==> config.mk <==
export PLATFORM = sky130hd
export DESIGN_NAME = rtalu_controller
export DESIGN_NICKNAME = d
export VERILOG_FILES = /design/src/rtl/rtalu_pkg.sv /design/src/rtl/rtalu_controller.sv
export SDC_FILE = /design/constraint.sdc
export NUM_CORES = 1
export LEC_CHECK = 0
export ABC_AREA = 0
export ABC_CLOCK_PERIOD_IN_PS = 1400
export BUFFER_PORTS_ARGS = -buffer_cell sky130_fd_sc_hd__buf_4
export CAP_MARGIN = 5
export CELL_PAD_IN_SITES_DETAIL_PLACEMENT = 1
export CELL_PAD_IN_SITES_GLOBAL_PLACEMENT = 1
export CORE_AREA = 8 8 45 47
export DETAILED_ROUTE_END_ITERATION = 8
export DIE_AREA = 0 0 53 55
export PLACE_DENSITY_LB_ADDON = 0.1
export SYNTH_ARGS = -nofsm -noshare
export SYNTH_HDL_FRONTEND = slang
export SYNTH_SLANG_ARGS = --single-unit
==> constraint.sdc <==
create_clock -name clock -period 1.4 [get_ports clock]
set_clock_uncertainty 0.2 [all_clocks]
set_input_delay 0.28 -clock clock [delete_from_list [all_inputs] [get_ports clock]]
set_output_delay 0.28 -clock clock [all_outputs]
set_load 0.05 [all_outputs]
==> src/rtl/rtalu_pkg.sv <==
package rtalu_pkg;

   localparam int DataWidth = 32;
   localparam int RegCount  = 32;
   localparam int AddrWidth = $clog2(RegCount);
   localparam int RetReg    = 28;

   localparam logic [5:0] FN_ADD  = 6'b100000;
   localparam logic [5:0] FN_SUB  = 6'b100010;
   localparam logic [5:0] FN_MOV  = 6'b001001;
   localparam logic [5:0] FN_MUL  = 6'b011001;
   localparam logic [5:0] FN_MULH = 6'b011000;
   localparam logic [5:0] FN_DIV  = 6'b011010;
   localparam logic [5:0] FN_REM  = 6'b011011;
   localparam logic [5:0] FN_IN   = 6'b101010;
   localparam logic [5:0] FN_OUT  = 6'b010101;
   localparam logic [5:0] FN_JR   = 6'b001000;
   localparam logic [5:0] FN_RETL = 6'b111111;

   typedef enum logic [2:0] {
      ST_IDLE,
      ST_READ,
      ST_EXEC,
      ST_DIV,
      ST_WRITE,
      ST_RESP
   } state_type;

   // Commands from the controller to the datapath.
   typedef struct packed {
      logic load;       // capture the request
      logic read;       // latch register operands
      logic exec;       // compute non-divide results, start divider
      logic div_step;   // one quotient bit
      logic write;      // write back to the register file
      logic rsp_load;   // load the response register
   } cmd_type;

   // Status from the datapath to the controller.
   typedef struct packed {
      logic is_div;
      logic div_done;
   } status_type;

endpackage

==> src/rtl/rtalu_controller.sv <==
module rtalu_controller (
   input  logic                  clock,
   input  logic                  reset,
   input  logic                  req_tvalid,
   output logic                  req_tready,
   output logic                  rsp_tvalid,
   input  logic                  rsp_tready,
   input  rtalu_pkg::status_type status,
   output rtalu_pkg::cmd_type    cmd
);
   import rtalu_pkg::*;
   state_type state_ff, state_in;

   always_comb begin
      state_in = state_ff;
      case (state_ff)
         ST_IDLE:  if (req_tvalid) state_in = ST_READ;
         ST_READ:  state_in = ST_EXEC;
         ST_EXEC:  state_in = status.is_div ? ST_DIV : ST_WRITE;
         ST_DIV:   if (status.div_done) state_in = ST_WRITE;
         ST_WRITE: state_in = ST_RESP;
         ST_RESP:  if (rsp_tready) state_in = ST_IDLE;
         default:  state_in = ST_IDLE;
      endcase
   end

   always_comb begin
      cmd = '0;
      req_tready = 1'b0;
      rsp_tvalid = 1'b0;
      case (state_ff)
         ST_IDLE:  begin req_tready = 1'b1; cmd.load = req_tvalid; end
         ST_READ:  cmd.read = 1'b1;
         ST_EXEC:  cmd.exec = 1'b1;
         ST_DIV:   cmd.div_step = 1'b1;
         ST_WRITE: begin cmd.write = 1'b1; cmd.rsp_load = 1'b1; end
         ST_RESP:  rsp_tvalid = 1'b1;
         default:  cmd = '0;
      endcase
   end

   always_ff @(posedge clock) begin
      if (reset) begin
         state_ff <= ST_IDLE;
      end else begin
         state_ff <= state_in;
      end
   end
endmodule

==> out/results.tsv <==
stage	metric	value	unit
synthesis	Mapped Area	279.0	µm²
detailed_routing	first-pass iteration count of the detailed router	2	
detailed_routing	ANT nets after route	0	
placed_design	DP HPWL	651.5	µm
pwr	Comb power frac	0.655	
synthesis	Ys Warns	0	
critical_path	FF-to-FF setup slack	-0.09	ns
synthesis	ys async rst share	0	
cts	CTS Buf Count	3	
run_status	status	finished with violations	
detailed_routing	DR iter-0 viols	2	
detailed_routing	via count	314	
cts	Clock Tree Root	clkbuf_4	
detailed_routing	WL/cell	13.71	µm
critical_path	crit-path max FO	9	
synthesis	most frequent cells after synthesis	dfxtp_1, nor3b_1	
pwr	maximum VDD drop	604.3	µV
synthesis	Synth Instances	29	
synthesis	register area share after synthesis	0.2152	
timing	TNS Setup	-1.420	ns
synthesis	synth top area cells	dfxtp_1, nor4bb_4, nor3b_1	
critical_path	CP Data Required Time	0.92	ns
timing	worst slew pin tran	0.3228	ns
floorplan	boundary pin count	14	
timing	max-slew violation count	0	
timing	final hold viol count	0	
synthesis	post-synthesis net count	35	
cells_and_area	layout cells sized above 1	0.7885	
floorplan	chip width	53	µm
placed_design	DP Cell Count	57	
detailed_routing	Vias/cell	4.618	
pwr	Power Dens Cells	1715	nW/µm²
global_routing	wire length of the first global-routing pass	1531	µm
floorplan	Die Y	55	µm
global_routing	GRT Util Overall	0.07162	
synthesis	Most used DFF post-synth	dfxtp_1	
pwr	leakage power	0.2444	nW
detailed_routing	Detailed Route WL	932	µm
job	max-cap violations	0	
cells_and_area	post-layout util	0.4141	
cts	H-tree Lvls	1	
pwr	P_sw	0.4369	mW
critical_path	CP Capture Type	primary output	
cts	clock tree buffer depth	2	
cells_and_area	nets@finish	59	
cells_and_area	largest reg by FF count	state_ff	
global_routing	largest net degree at the start of global routing	12	
floorplan	FP Rows	14	
floorplan	die footprint	2915	µm²
synthesis	Synth Area in Adders	0	
pwr	Clock Power Share	0.157	
synthesis	post-synthesis mux area share	0	
synthesis	xor-xnor portion of the synthesized cell area	0	
global_routing	grt total ovfl	0	
floorplan	Placeable Area	1384	µm²
cts	Sink Count	3	
synthesis	Post-Synth Simple-Gate Area	0.5381	
synthesis	Synth Register Bits	3	
timing	relative slew slack	0.7819	
synthesis	post-synth top area share	0.2152	
placed_design	Final GP Congestion	0.7220	
cts	worst skew pair latency	0.24	ns
global_routing	number of global-route vias before repair	354	
synthesis	Synth cell types	21	
cts	Clk pin slew, worst setup/hold paths	0.04	ns
pwr	internal power	0.5460	mW
critical_path	CP Launch Type	flip-flop	
synthesis	Avg Inst Size Synth	9.621	µm²
global_routing	initial antenna violation count	0	
pwr	Reg power frac	0.188	
cells_and_area	final non-filler cell total	68	
cells_and_area	ant diodes	0	
cells_and_area	Area growth syn-to-layout	105.4	%
min_path	min-delay worst type	in2reg	
run_status	failing checks	negative setup slack	
synthesis	EDFF count, synth	0	
cells_and_area	max reg flops	3	
cells_and_area	largest registers	state_ff x3	
synthesis	post-synthesis compound-gate area fraction	0.1300	
timing	Period minus WS final	1.581	ns
critical_path	critical path class	reg2out	
timing	Hold Slack	0.01478	ns
critical_path	WP data arrival	1.10	ns
cts	CTS tree	done	
timing	Final setup viols	10	
floorplan	initial core utilization	0.2016	
timing	setup ws final	-0.1809	ns
timing	final worst path period share	1.129	
synthesis	main combinational cell family by area after synthesis	simple AND/OR/NAND/NOR gates	
detailed_routing	DRC viols	0	
timing	Fmax	0.6325	GHz
timing	unrepaired setup endpoints after global routing	true	
synthesis	post-synth top area cell	dfxtp_1	
pwr	switching share of power	0.4445	
placed_design	Port Buffers	13	
cells_and_area	Fillers	150	
## area by class of cell
cell class	count	area [µm²]	area share
Multi-Input combinational cell	21	235.2	0.4105
Timing Repair Buffer	23	214.0	0.3734
Sequential cell	3	71.32	0.1245
Clock buffer	4	26.28	0.04585
Tap cell	16	20.02	0.03493
Inverter	1	6.256	0.01092
## layout by cell type, fill, tap and decap left out, types with 2 or more instances in the layout
cell and instances:
a21oi_1 2, buf_4 14, buf_6 7, buf_8 2
clkbuf_4 3, dfxtp_4 3, nand2b_1 2, nor3b_4 3
## per-layer routing
metal / vias up / track usage / share of wire
met2: 10 / 0.1367 / 0.55
met5: - / 0 / 0
met1: 148 / 0.06393 / 0.34
met4: 0 / 0.05172 / 0.025
met3: 4 / 0.01872 / 0.077
li1: 152 / - / -
## critical path, cell delays in order (launching register included)
cell     delay (ns)
dfxtp_4        0.38
nor3_4         0.18
and2_4         0.17
buf_8          0.13
## power by group through the flow
stage,Clock [mW],Sequential (mW),Combinational (mW)
2_1_floorplan,0,0.130,0.446
3_3_place_gp,0,0.182,0.481
3_5_place_dp,0,0.190,0.488
4_1_cts,0.162,0.181,0.647
5_1_grt,0.163,0.192,0.680
6_report,0.154,0.184,0.644
## kinds of logic after synthesis
logic type / count (synthesis)
AO/OA/AOI/OAI: 5
buffers and inverters: 5
flip-flops: 3
AND/OR/NAND/NOR: 16
## path summary, 6_finish.rpt
check	from	to	cells after the start
max reg2reg	state_ff[2]	state_ff[0]	5
min	reset	state_ff[0]	2
max	state_ff[0]	cmd[5]	3
min reg2reg	state_ff[2]	state_ff[1]	3
## what timing repair did
| item | 4_1_cts | 5_1_grt |
|---|---|---|
| gates resized for setup | 16 | 1 |
| buffers inserted | 7 | 0 |
| setup endpoints to repair | 10 | 10 |
| pin swaps | 4 | 0 |
| hold buffers | 0 | 0 |
## through the flow
| step | area, µm² | setup slack [ns] | power [mW] |
|---|---|---|---|
| after global placement | 437.9 | -0.06072 | 0.6630 |
| after global routing | 573.1 | -0.2253 | 1.035 |
| after floorplan | 342.8 | -0.3668 | 0.5758 |
| after CTS | 570.5 | -0.1867 | 0.9902 |
| after detailed placement | 437.9 | -0.1190 | 0.6783 |
| final | 573.1 | -0.1809 | 0.9829 |
Power figures use the tool's default switching activity.
